File: config.mk
export PLATFORM = sky130hd
export DESIGN_NAME = lzwd_ctrl
export DESIGN_NICKNAME = d
export VERILOG_FILES = /design/src/sv/lzwd_pkg.sv /design/src/sv/lzwd_ctrl.sv
export SDC_FILE = /design/constraint.sdc
export NUM_CORES = 1
export LEC_CHECK = 0
export ABC_CLOCK_PERIOD_IN_PS = 1770
export BUFFER_PORTS_ARGS = -buffer_cell sky130_fd_sc_hd__buf_2
export CORE_AREA = 3 3 40 42
export CTS_CLUSTER_DIAMETER = 120
export DETAILED_ROUTE_END_ITERATION = 6
export DIE_AREA = 0 0 43 45
export PLACE_DENSITY_LB_ADDON = 0.12
export SLEW_MARGIN = 20
export SYNTH_ARGS = -nofsm -noshare
export SYNTH_HDL_FRONTEND = slang
export SYNTH_SLANG_ARGS = --single-unit
File: constraint.sdc
create_clock -name clk -period 1.77 [get_ports clk]
set_input_delay 0.177 -clock clk [delete_from_list [all_inputs] [get_ports clk]]
set_output_delay 0.177 -clock clk [all_outputs]
set_load 0.02 [all_outputs]
File: src/sv/lzwd_pkg.sv
// ----------------------------------------------------------------------------
// lzwd_pkg: shared types and constants of the LZW decoder
// Code values, phases, default sizes and the controller/datapath links.
// ----------------------------------------------------------------------------
package lzwd_pkg;

  localparam int DEF_MAX_CODE_WIDTH  = 11;
  localparam int DEF_TABLE_DEPTH     = 2048;
  localparam int DEF_EXPANSION_LIMIT = 4000;
  localparam int DEF_STACK_DEPTH     = 4096;

  localparam int MAX_OUT = 64;

  localparam logic [4:0]  START_WIDTH  = 5'd9;
  localparam logic [15:0] CODE_MASK    = 16'h7FFF;
  localparam logic [15:0] CODE_RESTART = 16'h0100;
  localparam logic [15:0] CODE_END     = 16'h0101;
  localparam logic [16:0] NEXT_RESET   = 17'd257;
  localparam logic [16:0] NEXT_RESTART = 17'd258;
  localparam logic [16:0] NEXT_CAP     = 17'h1FFFF;
  localparam logic [15:0] LEN_RESET    = 16'hFFFF;

  localparam logic [1:0] PH_FIRST         = 2'd0;
  localparam logic [1:0] PH_NORMAL        = 2'd1;
  localparam logic [1:0] PH_AFTER_RESTART = 2'd2;
  localparam logic [1:0] PH_DONE          = 2'd3;

  typedef struct packed {
    logic load_in;
    logic extract;
    logic take;
    logic cnt_step;
    logic size;
    logic fit;
    logic fill_step;
    logic root_wr;
    logic kw_wr;
    logic update;
    logic emit_status;
    logic emit_byte;
  } cmd_t;

  typedef struct packed {
    logic can_extract;
    logic need_decode;
    logic chain_more;
    logic fit_ok;
    logic fill_more;
    logic q_empty;
    logic emit_last;
    logic out_free;
  } status_t;

endpackage

File: src/sv/lzwd_ctrl.sv
// ----------------------------------------------------------------------------
// lzwd_ctrl: decoder sequencer
// Steps each input byte through code extraction, chain walks, queue
// writes and the output run.
// ----------------------------------------------------------------------------
module lzwd_ctrl (
  input  logic             clk,
  input  logic             rst,
  input  logic             in_valid,
  output logic             in_ready,
  input  lzwd_pkg::status_t st,
  output lzwd_pkg::cmd_t    cmd
);

  localparam logic [3:0] S_IDLE  = 4'd0;
  localparam logic [3:0] S_CHECK = 4'd1;
  localparam logic [3:0] S_TAKE  = 4'd2;
  localparam logic [3:0] S_CNT   = 4'd3;
  localparam logic [3:0] S_FIT   = 4'd4;
  localparam logic [3:0] S_FILL  = 4'd5;
  localparam logic [3:0] S_ROOT  = 4'd6;
  localparam logic [3:0] S_KW    = 4'd7;
  localparam logic [3:0] S_UPD   = 4'd8;
  localparam logic [3:0] S_EMIT  = 4'd9;
  localparam logic [3:0] S_EWAIT = 4'd10;

  logic [3:0] state;
  logic [3:0] state_next;

  assign in_ready = (state == S_IDLE);

  always_comb begin
    cmd = '0;
    state_next = state;
    unique case (state)
      S_IDLE: begin
        if (in_valid) begin
          cmd.load_in = 1'b1;
          state_next = S_CHECK;
        end
      end
      S_CHECK: begin
        if (st.can_extract) begin
          cmd.extract = 1'b1;
          state_next = S_TAKE;
        end else begin
          state_next = S_EMIT;
        end
      end
      S_TAKE: begin
        cmd.take = 1'b1;
        state_next = st.need_decode ? S_CNT : S_CHECK;
      end
      S_CNT: begin
        if (st.chain_more) begin
          cmd.cnt_step = 1'b1;
        end else begin
          cmd.size = 1'b1;
          state_next = S_FIT;
        end
      end
      S_FIT: begin
        cmd.fit = 1'b1;
        state_next = st.fit_ok ? S_FILL : S_CHECK;
      end
      S_FILL: begin
        cmd.fill_step = 1'b1;
        if (!st.fill_more) state_next = S_ROOT;
      end
      S_ROOT: begin
        cmd.root_wr = 1'b1;
        state_next = S_KW;
      end
      S_KW: begin
        cmd.kw_wr = 1'b1;
        state_next = S_UPD;
      end
      S_UPD: begin
        cmd.update = 1'b1;
        state_next = S_CHECK;
      end
      S_EMIT: begin
        if (st.out_free) begin
          if (st.q_empty) begin
            cmd.emit_status = 1'b1;
            state_next = S_IDLE;
          end else begin
            cmd.emit_byte = 1'b1;
            state_next = st.emit_last ? S_IDLE : S_EWAIT;
          end
        end
      end
      S_EWAIT: state_next = S_EMIT;
      default: state_next = S_IDLE;
    endcase
  end

  always_ff @(posedge clk) begin
    if (rst) begin
      state <= S_IDLE;
    end else begin
      state <= state_next;
    end
  end

endmodule

==> summary.txt <==
Outcome
  – Status: complete, no violations

Floorplan
  – # rows: 13
  – Ports: 24
  – Die width: about 43 µm
  – Initial core utilization: 0.3836
  – Die area: 1935 µm²
  – Core ar.: 1285 µm²
  – Chip height: 45 µm

Route
  – Wire per inst: 11.97 µm
  – 1st-iter DRT viols: 9
  – Via/cell ratio: 5.622
  – Via count: approximately 620
  – Final wirelength: 1329 µm
  – Post-route ant nets: 0
  – DRC viols: 0
  – Pre-antenna DRT Iters: 4

GRT
  – Vias in the first global route: 589
  – First-pass GRT wire length: 2408 µm
  – Largest net degree at the start of global routing: 15
  – GRT overflow: 0
  – Initial antenna violation count: 0
  – Gr usage total: 0.1564

Synth
  – Post-synth top area cell: dfxtp_1
  – Top-count cell post-synth: nor2_1
  – Main synth FF type: dfxtp_1
  – Share of Yosys cell area claimed by the top area cell type: 0.1624
  – Synth Register Bits: 4
  – Yosys warning total: 0
  – EDFF count, synth: 0
  – Syn_nets: 82
  – Synth top cells by count: nor2_1, nor3_1, a21oi_1, dfxtp_1
  – Dominant cells by area after synthesis: dfxtp_1, nor2_1, nor3_1
  – Seq/Total Area, Yosys: 0.1624
  – Post-synth ARST share: 0
  – Cells after Synth: 71
  – Mapped Area: 493.0 µm²
  – Count of different cell masters after synthesis: 37
  – Synthesized area per cell: about 6.9 µm²

Critical path
  – Worst EP arrival: 1490 ps
  – Worst r2r src: state[2]
  – Critical path startpoint category: flip-flop
  – CP Max Fanout: 10
  – Critical Path RT: 1590 ps
  – WS Path Type: reg -> out
  – Critical Path Sink: cmd[8]
  – R2r endpoint: state[2]
  – Crit. End Element: output port
  – R2r setup slk: approximately 320 ps
  – R2r worst-path depth: 4
  – Critical Path Start: state[3]

Clocking
  – CTS tree: done
  – Clock Path Buffers: 2
  – Number of CTS-inserted buffers: 3
  – CTS Root Buffer Type: clkbuf_4
  – Setup Fix Bufs, Post-CTS: 0
  – H-tree levels: 1
  – Reg clk slew, reported paths: ~40 ps
  – Clock latency on the worst-skew pair: 230 ps
  – Clock Sinks: 4

Timing
  – Fin. Hold Viols: 0
  – Clk_skew: 7.409 ps
  – Fin. max-slew vios: 0
  – Period Utilization, post-route: 0.9434
  – Final setup vio count: 0
  – Fin Hold WS: 157.0 ps
  – Final TNS setup: 0 ps
  – Slew @ Worst Pin: 330.7 ps
  – Unrepaired setup endpoints after global routing: false
  – Worst slew margin: 0.7793
  – FMAX: approximately 600 MHz
  – Final min period: 1670 ps

Power and ir drop
  – Peak supply drop: 0.0003508 V
  – Total power: roughly 0.38 mW
  – Power density cells: 581.5 nW/µm²
  – Leakage: 0.3140 nW

Finish
  – ANT cells: 0
  – Max reg flops: 4
  – Top flop regs: state (4)
  – Largest register by flop count: state
  – Finished layout cell area: around 660 µm²
  – Share of cells above drive strength 1: 0.4167
  – P&R area growth vs syn: 33.50%
  – NumNets Final: 109

Worst hold path
  – Worst hold path type: in -> reg

Placed design
  – I/O Buffers: 23
  – Post-Place Cell Area: 633.1 µm²
  – HPWL Detailed: 1080 µm
  – Routability cong.: about 0.73

Run
  – MaxCap Viol Count: 0
## power breakdown
part           switching [mW]  internal, mW
sequential             0.0185        0.0984
clock                  0.0383        0.0759
combinational          0.0820        0.0696
total                   0.139         0.244
## cell type report
type | count | area [µm²]
Sequential cell | 4 | 82.58
Fill cell | 134 | 626.9
Timing Repair Buffer | 29 | 160.2
Tap cell | 15 | 18.77
Inverter | 4 | 15.01
Multi-Input combinational cell | 56 | 359.1
Clock buffer | 3 | 22.52
## how the worst min path moves through the flow
stage | slack, ps | depth (start not counted) | to | startpoint
detailed placement | 410 | 2 | state[0] | rst
floorplan | 240 | 1 | state[0] | rst
global placement | 410 | 2 | state[0] | rst
finish | 160 | 2 | state[0] | rst
CTS | 170 | 2 | state[0] | rst
global route | 160 | 2 | state[0] | rst
## placed cells by master, fill, tap and decap left out, drive strengths merged
cell / synthesis / routed
or4: 1 / 1
o21a: 1 / 1
a21oi: 5 / 5
nand2: 3 / 3
inv: 3 / 3
a211oi: 2 / 2
nand3b: 2 / 2
or3: 2 / 2
or3b: 1 / 1
o221ai: 1 / 1
nor3: 5 / 5
clkbuf: 1 / 3
o41a: 1 / 1
o31ai: 1 / 1
o21bai: 1 / 1
dfxtp: 4 / 4
and3: 3 / 3
a31oi: 1 / 1
o22ai: 1 / 1
buf: 6 / 29
o21ai: 5 / 5
nor4: 2 / 2
and2: 1 / 1
nor2: 8 / 8
nand3: 1 / 1
and4b: 1 / 1
clkinv: 1 / 1
and3b: 1 / 1
a311o: 1 / 1
a221oi: 1 / 1
nand2b: 4 / 4
## metal layers
metal / vias to the layer above / global-route usage / part of all wire
met5: - / 0 / 0
met4: 0 / 0.03614 / 0
met3: 0 / 0.03187 / 0.062
met2: 18 / 0.2814 / 0.47
met1: 291 / 0.1923 / 0.46
li1: 315 / - / -
## critical path, stage by stage, from the launching register on
cell,delay (ps)
dfxtp_1,390
nand2b_1,250
or3_1,400
clkinv_1,70
buf_2,160
## stage by stage
step                      utilization  setup WS, ps  cells
after floorplan                     -         176.5     71
after global placement         0.4927         257.0    108
after detailed placement       0.4927         286.4    108
after CTS                      0.5102         53.45    111
after global routing           0.5122         32.28    111
final                          0.5122         100.2    111
## cells by family after synthesis
group	after synthesis	share of synthesized area
AND/OR/NAND/NOR	35	0.4137
buffers and inverters	11	0.1218
AO/OA/AOI/OAI	21	0.3021
flip-flops	4	0.1624
## repair_timing
| item | in CTS | in global routing |
|---|---|---|
| hold buffers | 0 | 0 |
| endpoints found under the setup margin | 0 | 4 |
| resized for setup | 0 | 2 |
Note: power is estimated with default switching activity, not from simulation.
